==> config.mk <==
export PLATFORM = sky130hd
export DESIGN_NAME = zone_label_border_marker_unit
export DESIGN_NICKNAME = d
export VERILOG_FILES = /design/src/rtl/zlbm_pkg.sv /design/src/rtl/zlbm_ram.sv /design/src/rtl/zlbm_ctrl.sv /design/src/rtl/zlbm_window.sv /design/src/rtl/zlbm_res_fifo.sv /design/src/rtl/zone_label_border_marker_unit.sv
export SDC_FILE = /design/constraint.sdc
export NUM_CORES = 2
export LEC_CHECK = 0
export BUFFER_PORTS_ARGS = -buffer_cell sky130_fd_sc_hd__buf_2
export CAP_MARGIN = 30
export CORE_AREA = 5 5 391 547
export CTS_BUF_LIST = sky130_fd_sc_hd__clkbuf_4 sky130_fd_sc_hd__clkbuf_8
export DETAILED_ROUTE_END_ITERATION = 10
export DIE_AREA = 0 0 396 552
export MAX_ROUTING_LAYER = met4
export SYNTH_ARGS = -nofsm -noshare
export SYNTH_HDL_FRONTEND = slang
export SYNTH_SLANG_ARGS = --single-unit
==> constraint.sdc <==
create_clock -name clk -period 11.8 [get_ports clk]
set_input_delay 1.77 -clock clk [delete_from_list [all_inputs] [get_ports clk]]
set_output_delay 1.77 -clock clk [all_outputs]
set_load 0.005 [all_outputs]
==> src/rtl/zlbm_pkg.sv <==
// ----------------------------------------------------------------------------
// zlbm_pkg
// Shared types and constants of the zone label border marker.
// ----------------------------------------------------------------------------
package zlbm_pkg;

    // Widths fixed by the register and field definitions.
    localparam int CFG_W        = 9;
    localparam int CFG_DATA_W   = 64;
    localparam int CFG_INDEX_W  = 2;
    localparam int LABEL_W      = 3;
    localparam int MASK_W       = 8;
    localparam int MATRIX_W     = 64;
    localparam int ZONE_IDX_W   = 3;
    localparam int HEIGHT_LIMIT = 256;
    localparam int TOTAL_W      = 2 * CFG_W;
    localparam int WIN_SIZE     = 9;
    localparam int WIN_CENTRE   = 4;

    // Result queue.
    localparam int RES_DEPTH    = 4;
    localparam int RES_PTR_W    = 2;
    localparam int RES_CNT_W    = 3;

    typedef logic [CFG_INDEX_W-1:0] cfg_index_t;

    localparam cfg_index_t REG_MAP_WIDTH  = 2'd0;
    localparam cfg_index_t REG_MAP_HEIGHT = 2'd1;
    localparam cfg_index_t REG_WIDE_PAIRS = 2'd2;

    // Per-tile control computed from the counters when the item is taken.
    typedef struct packed {
        logic                emit;
        logic                last;
        logic                ring;
        logic [WIN_SIZE-1:0] in_map;
        logic [WIN_SIZE-1:0] qualify;
    } tile_ctrl_t;

    typedef struct packed {
        logic              is_border;
        logic [MASK_W-1:0] zone_mask;
        logic              on_edge;
        logic              last;
    } result_t;

    function automatic logic [CFG_W-1:0] clamp_height(input logic [CFG_W-1:0] value);
        logic [CFG_W-1:0] res;
        if (value == '0)
        begin
            res = CFG_W'(1);
        end
        else if (int'(value) > HEIGHT_LIMIT)
        begin
            res = CFG_W'(HEIGHT_LIMIT);
        end
        else
        begin
            res = value;
        end
        return res;
    endfunction

endpackage

==> src/rtl/zlbm_ram.sv <==
// ----------------------------------------------------------------------------
// zlbm_ram
// Generic simple dual-port RAM with one write port and a registered read.
// ----------------------------------------------------------------------------
module zlbm_ram #(
    parameter int WIDTH = 6,
    parameter int DEPTH = 256
) (
    input  logic                     clk,
    input  logic                     wr_en,
    input  logic [$clog2(DEPTH)-1:0] wr_addr,
    input  logic [WIDTH-1:0]         wr_data,
    input  logic [$clog2(DEPTH)-1:0] rd_addr,
    output logic [WIDTH-1:0]         rd_data
);

    logic [WIDTH-1:0] mem_reg [DEPTH];

    always_ff @(posedge clk)
    begin
        if (wr_en)
        begin
            mem_reg[wr_addr] <= wr_data;
        end
        rd_data <= mem_reg[rd_addr];
    end

endmodule

==> src/rtl/zlbm_ctrl.sv <==
// ----------------------------------------------------------------------------
// zlbm_ctrl
// Raster counters: input column, fill count, output tile position and tile
// count. Produces the line buffer address and the per-tile edge flags.
// ----------------------------------------------------------------------------
module zlbm_ctrl #(
    parameter int MAX_WIDTH = 256
) (
    input  logic                           clk,
    input  logic                           rst_n,
    input  logic                           accept,
    input  logic [zlbm_pkg::CFG_W-1:0]     eff_width,
    input  logic [zlbm_pkg::CFG_W-1:0]     eff_height,
    input  logic [zlbm_pkg::TOTAL_W-1:0]   total,
    output logic [$clog2(MAX_WIDTH)-1:0]   rd_addr,
    output zlbm_pkg::tile_ctrl_t           tile_ctrl
);

    import zlbm_pkg::*;

    localparam int AW = $clog2(MAX_WIDTH);
    localparam int XW = ((AW > CFG_W) ? AW : CFG_W) + 2;

    logic [AW-1:0]      in_col_reg, in_col_next;
    logic [CFG_W-1:0]   items_reg, items_next;
    logic [CFG_W-1:0]   out_col_reg, out_col_next;
    logic [TOTAL_W-1:0] out_row_reg, out_row_next;
    logic [TOTAL_W-1:0] tiles_reg, tiles_next;

    logic [XW-1:0]      width_x, col_x, inc_x;
    logic [AW-1:0]      col, col_after;
    logic [CFG_W-1:0]   items_after;
    logic               emit, last, col_wrap;
    logic [CFG_W-1:0]   tile_x;
    logic [TOTAL_W-1:0] tile_y, count_after;
    logic [CFG_W:0]     px [3];
    logic [TOTAL_W:0]   py [3];
    logic [2:0]         in_x, in_y, ring_x, ring_y;
    logic               ring;

    always_comb
    begin
        width_x     = XW'(eff_width);
        col_x       = XW'(in_col_reg);
        col         = (col_x >= width_x) ? '0 : in_col_reg;
        inc_x       = XW'(col) + XW'(1);
        col_after   = (inc_x >= width_x) ? '0 : inc_x[AW-1:0];

        // The fill count saturates once it is beyond any possible width.
        items_after = (items_reg == '1) ? items_reg : items_reg + CFG_W'(1);
        emit        = (items_reg >= eff_width);

        col_wrap    = (out_col_reg >= eff_width);
        tile_x      = col_wrap ? '0 : out_col_reg;
        tile_y      = col_wrap ? out_row_reg + TOTAL_W'(1) : out_row_reg;
        count_after = tiles_reg + TOTAL_W'(1);
        last        = (count_after >= total);
    end

    // Neighbour coordinates are kept offset by one so that no value goes
    // negative: p = n + 1 is in the map for 1 <= p <= size.
    always_comb
    begin
        for (int d = 0; d < 3; d++)
        begin
            px[d]     = (CFG_W+1)'(tile_x) + (CFG_W+1)'(d);
            py[d]     = (TOTAL_W+1)'(tile_y) + (TOTAL_W+1)'(d);
            in_x[d]   = (px[d] != '0) && (px[d] <= (CFG_W+1)'(eff_width));
            in_y[d]   = (py[d] != '0) && (py[d] <= (TOTAL_W+1)'(eff_height));
            ring_x[d] = (px[d] == (CFG_W+1)'(1)) || (px[d] == (CFG_W+1)'(eff_width));
            ring_y[d] = (py[d] == (TOTAL_W+1)'(1)) || (py[d] == (TOTAL_W+1)'(eff_height));
        end
        ring = ring_x[1] || ring_y[1];

        tile_ctrl.emit    = emit;
        tile_ctrl.last    = last;
        tile_ctrl.ring    = ring;
        tile_ctrl.in_map  = '0;
        tile_ctrl.qualify = '0;
        for (int dy = 0; dy < 3; dy++)
        begin
            for (int dx = 0; dx < 3; dx++)
            begin
                if ((dy * 3 + dx) != WIN_CENTRE)
                begin
                    tile_ctrl.in_map[dy * 3 + dx]  = in_x[dx] && in_y[dy];
                    tile_ctrl.qualify[dy * 3 + dx] = in_x[dx] && in_y[dy]
                        && (!ring || !(ring_x[dx] || ring_y[dy]));
                end
            end
        end
    end

    always_comb
    begin
        in_col_next  = col_after;
        items_next   = items_after;
        out_col_next = out_col_reg;
        out_row_next = out_row_reg;
        tiles_next   = tiles_reg;
        if (emit)
        begin
            if (last)
            begin
                in_col_next  = '0;
                items_next   = '0;
                out_col_next = '0;
                out_row_next = '0;
                tiles_next   = '0;
            end
            else
            begin
                out_col_next = tile_x + CFG_W'(1);
                out_row_next = tile_y;
                tiles_next   = count_after;
            end
        end
    end

    always_ff @(posedge clk or negedge rst_n)
    begin
        if (!rst_n)
        begin
            in_col_reg  <= '0;
            items_reg   <= '0;
            out_col_reg <= '0;
            out_row_reg <= '0;
            tiles_reg   <= '0;
        end
        else if (accept)
        begin
            in_col_reg  <= in_col_next;
            items_reg   <= items_next;
            out_col_reg <= out_col_next;
            out_row_reg <= out_row_next;
            tiles_reg   <= tiles_next;
        end
    end

    assign rd_addr = col;

    // The result for the final tile restarts the map from its first tile.
    a_last_restarts: assert property (@(posedge clk) disable iff (!rst_n)
        (accept && emit && last) |=>
            (tiles_reg == '0 && in_col_reg == '0 && items_reg == '0))
        else $error("counters not cleared after the last tile");

endmodule

==> src/rtl/zlbm_window.sv <==
// ----------------------------------------------------------------------------
// zlbm_window
// 3x3 label window and the border evaluation of its centre tile.
// ----------------------------------------------------------------------------
module zlbm_window #(
    parameter int ZONE_BITS = 3
) (
    input  logic                            clk,
    input  logic                            rst_n,
    input  logic                            shift,
    input  zlbm_pkg::tile_ctrl_t            tile_ctrl,
    input  logic [ZONE_BITS-1:0]            col_top,
    input  logic [ZONE_BITS-1:0]            col_mid,
    input  logic [ZONE_BITS-1:0]            col_bottom,
    input  logic [zlbm_pkg::MATRIX_W-1:0]   wide_matrix,
    output logic                            push,
    output zlbm_pkg::result_t               result
);

    import zlbm_pkg::*;

    logic [ZONE_BITS-1:0]  win_reg  [WIN_SIZE];
    logic [ZONE_BITS-1:0]  win_next [WIN_SIZE];
    logic [ZONE_IDX_W-1:0] centre_idx;
    logic [MASK_W-1:0]     wide_row;
    logic [MASK_W-1:0]     zone_mask;
    logic                  any_diff, any_wide;

    always_comb
    begin
        for (int r = 0; r < 3; r++)
        begin
            win_next[r * 3]     = win_reg[r * 3 + 1];
            win_next[r * 3 + 1] = win_reg[r * 3 + 2];
        end
        win_next[2] = col_top;
        win_next[5] = col_mid;
        win_next[8] = col_bottom;
    end

    // The new centre is already held in the window, so the wide pairs of the
    // centre zone are looked up in parallel with the line buffer read.
    always_comb
    begin
        centre_idx = ZONE_IDX_W'(win_reg[5]);
        for (int b = 0; b < MASK_W; b++)
        begin
            wide_row[b] = wide_matrix[{centre_idx, ZONE_IDX_W'(b)}]
                        | wide_matrix[{ZONE_IDX_W'(b), centre_idx}];
        end
    end

    always_comb
    begin
        any_diff  = 1'b0;
        any_wide  = 1'b0;
        zone_mask = '0;
        for (int p = 0; p < WIN_SIZE; p++)
        begin
            if (tile_ctrl.in_map[p] && (win_next[p] != win_next[WIN_CENTRE]))
            begin
                any_diff = 1'b1;
                if (wide_row[ZONE_IDX_W'(win_next[p])])
                begin
                    any_wide = 1'b1;
                end
                if (tile_ctrl.qualify[p])
                begin
                    zone_mask[ZONE_IDX_W'(win_next[p])] = 1'b1;
                end
            end
        end

        push             = shift && tile_ctrl.emit;
        result.is_border = any_diff && !any_wide;
        result.zone_mask = zone_mask;
        result.on_edge   = tile_ctrl.ring;
        result.last      = tile_ctrl.last;
    end

    always_ff @(posedge clk or negedge rst_n)
    begin
        if (!rst_n)
        begin
            for (int p = 0; p < WIN_SIZE; p++)
            begin
                win_reg[p] <= '0;
            end
        end
        else if (shift)
        begin
            for (int p = 0; p < WIN_SIZE; p++)
            begin
                win_reg[p] <= win_next[p];
            end
        end
    end

endmodule

==> src/rtl/zlbm_res_fifo.sv <==
// ----------------------------------------------------------------------------
// zlbm_res_fifo
// Small result queue that decouples the output channel from the pipeline.
// ----------------------------------------------------------------------------
module zlbm_res_fifo (
    input  logic                              clk,
    input  logic                              rst_n,
    input  logic                              push,
    input  zlbm_pkg::result_t                 push_data,
    input  logic                              pop,
    output logic                              head_valid,
    output zlbm_pkg::result_t                 head_data,
    output logic [zlbm_pkg::RES_CNT_W-1:0]    count
);

    import zlbm_pkg::*;

    result_t               entry_reg [RES_DEPTH];
    logic [RES_PTR_W-1:0]  wr_ptr_reg, wr_ptr_next;
    logic [RES_PTR_W-1:0]  rd_ptr_reg, rd_ptr_next;
    logic [RES_CNT_W-1:0]  count_reg, count_next;
    logic                  do_pop;

    always_comb
    begin
        do_pop      = pop && (count_reg != '0);
        wr_ptr_next = push ? wr_ptr_reg + RES_PTR_W'(1) : wr_ptr_reg;
        rd_ptr_next = do_pop ? rd_ptr_reg + RES_PTR_W'(1) : rd_ptr_reg;
        count_next  = count_reg;
        if (push && !do_pop)
        begin
            count_next = count_reg + RES_CNT_W'(1);
        end
        else if (!push && do_pop)
        begin
            count_next = count_reg - RES_CNT_W'(1);
        end
    end

    always_ff @(posedge clk or negedge rst_n)
    begin
        if (!rst_n)
        begin
            wr_ptr_reg <= '0;
            rd_ptr_reg <= '0;
            count_reg  <= '0;
        end
        else
        begin
            wr_ptr_reg <= wr_ptr_next;
            rd_ptr_reg <= rd_ptr_next;
            count_reg  <= count_next;
        end
    end

    always_ff @(posedge clk)
    begin
        if (push)
        begin
            entry_reg[wr_ptr_reg] <= push_data;
        end
    end

    assign head_valid = (count_reg != '0);
    assign head_data  = entry_reg[rd_ptr_reg];
    assign count      = count_reg;

    a_no_overflow: assert property (@(posedge clk) disable iff (!rst_n)
        push |-> ((count_reg != RES_CNT_W'(RES_DEPTH)) || pop))
        else $error("result queue written while full");

endmodule

==> src/rtl/zone_label_border_marker_unit.sv <==
// ----------------------------------------------------------------------------
// zone_label_border_marker_unit
// Zone border marker over a raster stream of tile zone labels.
// ----------------------------------------------------------------------------
// Tiles enter on the tile channel (tile_valid / tile_stall) in raster order,
// one item per cycle unless stalled. Once a map's first map_width+1 items
// are in, every item completes the 3x3 neighbourhood of one earlier tile,
// and its result leaves on the result channel (result_valid / result_stall).
// After the last tile the host sends map_width+1 flush items to drain the
// final results. A result becomes visible once it has passed the s1 stage
// and been written into the result queue. The sustained rate is one item per
// cycle unless stalled; the line buffer is a single RAM read at the item's
// column when the item is taken and written back in the next cycle, with a
// bypass for back-to-back items on one column. After reset the line buffer
// is swept to zero, one entry per cycle, so tile_stall stays high until
// every entry is cleared. A configuration write holds tile_stall high for
// the following cycle while the tile count settles. Results wait in a
// four-entry queue; while the receiver stalls, tile_stall rises once the
// queue and the item in flight would fill it, and nothing is dropped.
// ----------------------------------------------------------------------------
module zone_label_border_marker_unit #(
    parameter int MAX_WIDTH = 256,
    parameter int ZONE_BITS = 3
) (
    input  logic                              clk,
    input  logic                              rst_n,

    input  logic                              cfg_wr_en,
    input  zlbm_pkg::cfg_index_t              cfg_index,
    input  logic [zlbm_pkg::CFG_DATA_W-1:0]   cfg_wr_data,

    input  logic                              tile_valid,
    output logic                              tile_stall,
    input  logic [zlbm_pkg::LABEL_W-1:0]      zone_label,
    input  logic                              flush,

    output logic                              result_valid,
    input  logic                              result_stall,
    output logic                              is_border,
    output logic [zlbm_pkg::MASK_W-1:0]       neighbour_zone_mask,
    output logic                              on_map_edge,
    output logic                              last_tile
);

    import zlbm_pkg::*;

    localparam int AW    = $clog2(MAX_WIDTH);
    localparam int MEM_W = 2 * ZONE_BITS;

    // Configuration.
    logic [CFG_W-1:0]    map_width_reg, map_height_reg;
    logic [MATRIX_W-1:0] wide_matrix_reg;
    logic [CFG_W-1:0]    eff_width_reg, eff_width_next;
    logic [CFG_W-1:0]    eff_height_reg, eff_height_next;
    logic [TOTAL_W-1:0]  total_reg, total_next;
    logic                cfg_settle_reg;

    // Clearing sweep of the line buffer.
    logic                clearing_reg, clearing_next;
    logic [AW-1:0]       clr_addr_reg, clr_addr_next;

    // Pipeline.
    logic                accept;
    logic [ZONE_BITS-1:0] label_in;
    logic [AW-1:0]       rd_addr;
    tile_ctrl_t          tile_ctrl;
    logic                s1_valid_reg;
    logic [AW-1:0]       s1_addr_reg;
    logic [ZONE_BITS-1:0] s1_label_reg;
    tile_ctrl_t          s1_ctrl_reg;

    // Line buffer: each entry holds the label of the previous row and of the
    // current row at one column.
    logic                mem_wr_en;
    logic [AW-1:0]       mem_wr_addr;
    logic [MEM_W-1:0]    mem_wr_data, mem_rd_data, col_data;
    logic                fwd_hit_reg;
    logic [MEM_W-1:0]    fwd_data_reg;
    logic [ZONE_BITS-1:0] col_top, col_mid;

    // Results.
    logic                push;
    result_t             push_data, head_data;
    logic [RES_CNT_W-1:0] res_count;
    logic [RES_CNT_W:0]  res_pending;

    // ---------------------------------------------------------------- config
    always_ff @(posedge clk or negedge rst_n)
    begin
        if (!rst_n)
        begin
            map_width_reg   <= CFG_W'(72);
            map_height_reg  <= CFG_W'(72);
            wide_matrix_reg <= '0;
        end
        else if (cfg_wr_en)
        begin
            case (cfg_index)
                REG_MAP_WIDTH:  map_width_reg   <= cfg_wr_data[CFG_W-1:0];
                REG_MAP_HEIGHT: map_height_reg  <= cfg_wr_data[CFG_W-1:0];
                REG_WIDE_PAIRS: wide_matrix_reg <= cfg_wr_data[MATRIX_W-1:0];
                default:        ;
            endcase
        end
    end

    always_comb
    begin
        if (map_width_reg == '0)
        begin
            eff_width_next = CFG_W'(1);
        end
        else if (int'(map_width_reg) > MAX_WIDTH)
        begin
            eff_width_next = CFG_W'(MAX_WIDTH);
        end
        else
        begin
            eff_width_next = map_width_reg;
        end
        eff_height_next = clamp_height(map_height_reg);
        total_next      = TOTAL_W'(eff_width_next) * TOTAL_W'(eff_height_next);
    end

    always_ff @(posedge clk or negedge rst_n)
    begin
        if (!rst_n)
        begin
            eff_width_reg  <= CFG_W'(72);
            eff_height_reg <= CFG_W'(72);
            total_reg      <= TOTAL_W'(72 * 72);
            cfg_settle_reg <= 1'b0;
        end
        else
        begin
            eff_width_reg  <= eff_width_next;
            eff_height_reg <= eff_height_next;
            total_reg      <= total_next;
            cfg_settle_reg <= cfg_wr_en;
        end
    end

    // ---------------------------------------------------------------- sweep
    always_comb
    begin
        clr_addr_next = clr_addr_reg + AW'(1);
        clearing_next = clearing_reg && (clr_addr_reg != AW'(MAX_WIDTH - 1));
    end

    always_ff @(posedge clk or negedge rst_n)
    begin
        if (!rst_n)
        begin
            clearing_reg <= 1'b1;
            clr_addr_reg <= '0;
        end
        else if (clearing_reg)
        begin
            clearing_reg <= clearing_next;
            clr_addr_reg <= clr_addr_next;
        end
    end

    // ---------------------------------------------------------------- input
    assign res_pending = (RES_CNT_W+1)'(res_count) + (RES_CNT_W+1)'(s1_valid_reg && s1_ctrl_reg.emit);
    assign tile_stall  = clearing_reg || cfg_settle_reg
                      || (res_pending >= (RES_CNT_W+1)'(RES_DEPTH));
    assign accept      = tile_valid && !tile_stall;
    assign label_in    = flush ? '0 : zone_label[ZONE_BITS-1:0];

    zlbm_ctrl #(
        .MAX_WIDTH (MAX_WIDTH)
    ) u_ctrl (
        .clk        (clk),
        .rst_n      (rst_n),
        .accept     (accept),
        .eff_width  (eff_width_reg),
        .eff_height (eff_height_reg),
        .total      (total_reg),
        .rd_addr    (rd_addr),
        .tile_ctrl  (tile_ctrl)
    );

    always_ff @(posedge clk or negedge rst_n)
    begin
        if (!rst_n)
        begin
            s1_valid_reg <= 1'b0;
        end
        else
        begin
            s1_valid_reg <= accept;
        end
    end

    always_ff @(posedge clk)
    begin
        if (accept)
        begin
            s1_addr_reg  <= rd_addr;
            s1_label_reg <= label_in;
            s1_ctrl_reg  <= tile_ctrl;
        end
    end

    // ---------------------------------------------------------- line buffer
    always_comb
    begin
        col_data    = fwd_hit_reg ? fwd_data_reg : mem_rd_data;
        col_top     = col_data[MEM_W-1:ZONE_BITS];
        col_mid     = col_data[ZONE_BITS-1:0];
        mem_wr_en   = clearing_reg || s1_valid_reg;
        mem_wr_addr = clearing_reg ? clr_addr_reg : s1_addr_reg;
        mem_wr_data = clearing_reg ? '0 : {col_mid, s1_label_reg};
    end

    zlbm_ram #(
        .WIDTH (MEM_W),
        .DEPTH (MAX_WIDTH)
    ) u_line_buf (
        .clk     (clk),
        .wr_en   (mem_wr_en),
        .wr_addr (mem_wr_addr),
        .wr_data (mem_wr_data),
        .rd_addr (rd_addr),
        .rd_data (mem_rd_data)
    );

    // A read that meets a write to the same entry takes the written value.
    always_ff @(posedge clk or negedge rst_n)
    begin
        if (!rst_n)
        begin
            fwd_hit_reg <= 1'b0;
        end
        else
        begin
            fwd_hit_reg <= mem_wr_en && (mem_wr_addr == rd_addr);
        end
    end

    always_ff @(posedge clk)
    begin
        fwd_data_reg <= mem_wr_data;
    end

    // ---------------------------------------------------------------- window
    zlbm_window #(
        .ZONE_BITS (ZONE_BITS)
    ) u_window (
        .clk         (clk),
        .rst_n       (rst_n),
        .shift       (s1_valid_reg),
        .tile_ctrl   (s1_ctrl_reg),
        .col_top     (col_top),
        .col_mid     (col_mid),
        .col_bottom  (s1_label_reg),
        .wide_matrix (wide_matrix_reg),
        .push        (push),
        .result      (push_data)
    );

    // ---------------------------------------------------------------- output
    zlbm_res_fifo u_res_fifo (
        .clk        (clk),
        .rst_n      (rst_n),
        .push       (push),
        .push_data  (push_data),
        .pop        (!result_stall),
        .head_valid (result_valid),
        .head_data  (head_data),
        .count      (res_count)
    );

    assign is_border           = head_data.is_border;
    assign neighbour_zone_mask = head_data.zone_mask;
    assign on_map_edge         = head_data.on_edge;
    assign last_tile           = head_data.last;

    // Back-to-back items on one column must see the value just written.
    a_bypass_same_column: assert property (@(posedge clk) disable iff (!rst_n)
        (s1_valid_reg && $past(s1_valid_reg) && (s1_addr_reg == $past(s1_addr_reg)))
            |-> fwd_hit_reg)
        else $error("line buffer bypass missed for a repeated column");

    // Queued results plus the one in flight never exceed the queue.
    a_queue_room: assert property (@(posedge clk) disable iff (!rst_n)
        res_pending <= (RES_CNT_W+1)'(RES_DEPTH))
        else $error("result queue over-committed");

    // No item is taken while the line buffer sweep is running.
    a_no_item_in_sweep: assert property (@(posedge clk) disable iff (!rst_n)
        s1_valid_reg |-> !$past(clearing_reg))
        else $error("item accepted during the line buffer sweep");

endmodule

==> impl_metrics.json <==
{
  "power_density_nw_per_um2": 222,
  "die_h_um": 552,
  "clock_sinks": 1839,
  "syn-cell-area_um2": 82700,
  "syn_inst": 6234,
  "p_seq_frac": 0.397,
  "max-cap-violations": 0,
  "path_cells": "inv_4 -> ha_1 -> nand2b_1 -> a21o_1 -> a21oi_1 -> o21a_1 -> buf_4 -> o21ai_4 -> buf_4 -> inv_6 -> ha_1 -> ha_1 -> a21o_1 -> a21o_1 -> a21o_1 -> a21o_1 -> a21o_1 -> a21o_1 -> a21oi_1 -> nor2b_1 -> a2111o_1 -> o32ai_1",
  "path_delay_family": "compound AO/OA/AOI/OAI gates",
  "clkLatencyLatePin_ns": 0.94,
  "p_leak_nw": 32.0,
  "critPathCaptureType": "register",
  "grt_antenna_before_repair": 9,
  "drt_first_pass_iters": 8,
  "drtIter0Drc": 4935,
  "synth-compound-area-share": 0.0947,
  "place_area_um2": 86500,
  "grtUsageMet3": 0.0329,
  "synth_xor_area_frac": 0.0123,
  "async_flop_share": 0.118,
  "antenna_left": 0,
  "ys_seq_area_frac": 0.653,
  "switching_share": 0.375,
  "crit_cells": 22,
  "clock_skew_ns": 0.0767,
  "synthAdderAreaFrac": 0.0373,
  "cpPeakStageDelay_ns": 0.68,
  "slew_viol_final": 0,
  "setup_violations": 0,
  "postCtsResizedCells": 0,
  "die_area_um2": 219000,
  "slew_headroom": 0.177,
  "synth_top_family_by_area": "simple AND/OR/NAND/NOR gates",
  "fillCellCount": 18764,
  "hold_viol_final": 0,
  "drive_gt1_frac": 0.150,
  "cp_slowest_cell": "dfrtp_4",
  "p_sw_mw": 7.67,
  "synth_edf_count": 1610,
  "die_x_um": 396,
  "grt_overflow_total": 0,
  "syn_to_final_growth_pct": 11.3,
  "fp.coreArea_um2": 209000,
  "grt_use_met1": 0.258,
  "ys_types": 92,
  "status": "finished, final reports clean",
  "crit_fanout": 81,
  "routedWlPerCell_um": 26.5,
  "cts.htree.levels": 5,
  "dpl.hpwl_um": 157000,
  "fin_nets": 6658,
  "final_common_cell": "edfxtp_1",
  "ys_ff_latch": 1839,
  "cts_tree": "yes",
  "peakVddDrop_v": 0.000187,
  "gp_congestion": 0.911,
  "postCtsSetupBuffers": 0,
  "cts_buffer_depth": 4,
  "tightest_slew_ns": 1.24,
  "io_buffer_count": 87,
  "yosys_warnings": 0,
  "finalSetupTns_ns": 0,
  "num_vias": 53933,
  "grt_use_total": 0.225,
  "synth_fp_nets": 6525,
  "required_ns": 12.61,
  "mostFrequentLayoutCells": "edfxtp_1 (1610), nand2_1 (631), nor2_1 (563)",
  "avgSynthCellArea_um2": 13.3,
  "route.detailed.drc": 0,
  "viasPerCell": 5.80,
  "grt_pass1_vias": 54425,
  "grt_max_degree": 191,
  "grt_pass1_wl_um": 362000,
  "ios": 88,
  "fin_area_um2": 92000,
  "post-route-util": 0.441,
  "hold_class": "reg -> reg",
  "p_comb_frac": 0.347,
  "initial_core_util": 0.396,
  "hold_buffers": 0,
  "largest_reg_flops": 1536,
  "fin_crit_sh": 0.556,
  "worst-path-buf-inv": 4,
  "cts_root_buf": "clkbuf_8",
  "yosys.area_share.simple": 0.103,
  "fmax_mhz": 152,
  "numCtsBuffers": 290,
  "synth_mux_area_frac": 0.0723,
  "fin_crit_ns": 6.56,
  "drt_wl_total_um": 246000,
  "top_usage_layer": "met2",
  "crit_path_frequent_cell": "a21o_1",
  "clk_pin_slew_ns": 0.06,
  "grt_use_met2": 0.381,
  "pwr-share-clk": 0.256,
  "crit_path_start_kind": "register",
  "crit_type": "reg -> reg",
  "crit_arrival_ns": 7.38,
  "p_int_mw": 12.8,
  "rows": 199,
  "rsz0062_at_grt": "no",
  "synth_flop_cell": "edfxtp_1",
  "reg2reg_depth": 22,
  "whs_path_depth": 1
}
==> per-stage QoR <==
| step | setup WS (ns) | total power [mW] | hold slack, ns | instances |
|---|---|---|---|---|
| CTS | 5.20 | 20.5 | 0.500 | 9283 |
| finish | 5.24 | 20.5 | 0.498 | 9294 |
| detailed placement | 5.23 | 15.3 | 0.487 | 8786 |
| floorplan | 2.90 | 12.8 | 0.440 | 6234 |
| global placement | 5.22 | 15.2 | 0.483 | 8762 |
| global route | 4.93 | 21.4 | 0.523 | 9294 |
==> cell families (layout without fill, tap and decap cells) <==
logic type               after synthesis  after routing
other                                  0              9
XOR/XNOR                             115            115
multiplexers                         475            475
AND/OR/NAND/NOR                     1872           1872
adder cells (fa/ha/maj)              216            216
buffers and inverters                586            924
AO/OA/AOI/OAI                       1131           1131
flip-flops                          1839           1839
==> power groups by stage <==
stage / logic (mW) / registers (mW) / clock network, mW
6_report: 7.11 / 8.13 / 5.23
5_1_grt: 7.61 / 8.15 / 5.64
4_1_cts: 7.08 / 8.12 / 5.35
3_5_place_dp: 7.05 / 8.25 / 0
3_3_place_gp: 6.94 / 8.24 / 0
2_1_floorplan: 4.61 / 8.18 / 0
==> Yosys cell counts, types with 17 or more instances <==
master     number  area share
xnor2_1        67      0.0071
clkbuf_1      264       0.012
buf_1          88      0.0040
mux2_2        171       0.023
a32o_1         17      0.0021
edfxtp_1     1610        0.58
nand2b_1       66      0.0050
buf_2          23      0.0014
nor4_1         28      0.0021
a21oi_1       192       0.012
o31ai_1        25      0.0023
dfrtp_1       205       0.062
mux2i_1       223       0.027
o211ai_1      101      0.0092
nor2b_1        66      0.0050
a311oi_1       20      0.0021
a22o_1         19      0.0020
ha_1          165       0.025
nand2_1       632       0.029
nand3_1       149      0.0090
a21o_1         38      0.0034
nand4_1        78      0.0059
o221ai_1       74      0.0078
a221oi_1       17      0.0018
or3_1          25      0.0019
o22ai_1        47      0.0036
xor2_1         47      0.0050
and3_1         34      0.0026
a22oi_1        39      0.0035
nor2_1        570       0.026
a211oi_1      118       0.011
nor3_1         91      0.0055
fa_1           51       0.012
o21ai_0       177       0.011
mux4_2         81       0.022
inv_1         200      0.0091
and2_1         75      0.0057
a31oi_1        77      0.0058
o2111ai_1      19      0.0020
==> worst reg2reg max path, stage by stage (launching register included) <==
cell and delay (ns):
dfrtp_4 0.68, inv_4 0.53, ha_1 0.34, nand2b_1 0.14, a21o_1 0.17, a21oi_1 0.19, o21a_1 0.15, buf_4 0.43
o21ai_4 0.08, buf_4 0.35, inv_6 0.65, ha_1 0.38, ha_1 0.28, a21o_1 0.16, a21o_1 0.18, a21o_1 0.17
a21o_1 0.17, a21o_1 0.17, a21o_1 0.17, a21oi_1 0.16, nor2b_1 0.07, a2111o_1 0.49, o32ai_1 0.31
==> worst paths after layout <==
path	start	end	slack, ns
worst min-delay path	wide_matrix_reg[47]	wide_matrix_reg[47]	0.50
worst max-delay path	u_ctrl.in_col_reg[0]	u_ctrl.in_col_reg[3]	5.24
min in group asynchronous	rst_n	total_reg[14]	0.82
max in group asynchronous	rst_n	wide_matrix_reg[45]	9.15
worst max register to register	u_ctrl.in_col_reg[0]	u_ctrl.in_col_reg[3]	5.24
worst min register to register	wide_matrix_reg[47]	wide_matrix_reg[47]	0.50
==> area by class of cell <==
class	instances	area, µm²	area share
diodes	9	22.5	0.000245
clock buffers	378	4710	0.0512
clock inverters	119	698	0.00759
inverters	206	788	0.00857
multi-input cells	3809	26600	0.289
flip-flops and latches	1839	54000	0.587
well taps	2713	3390	0.0369
repair buffers	221	1740	0.0189
==> routing by layer <==
| metal | vias to the layer above | part of all wire | wire [µm] |
|---|---|---|---|
| met1 | 27296 | 0.37 | 91300 |
| met2 | 2203 | 0.50 | 124000 |
| met4 | 0 | 0.063 | 15400 |
| met5 | - | 0 | 0 |
| li1 | 23820 | - | - |
| met3 | 614 | 0.061 | 15000 |
Note: power is estimated with default switching activity, not from simulation.
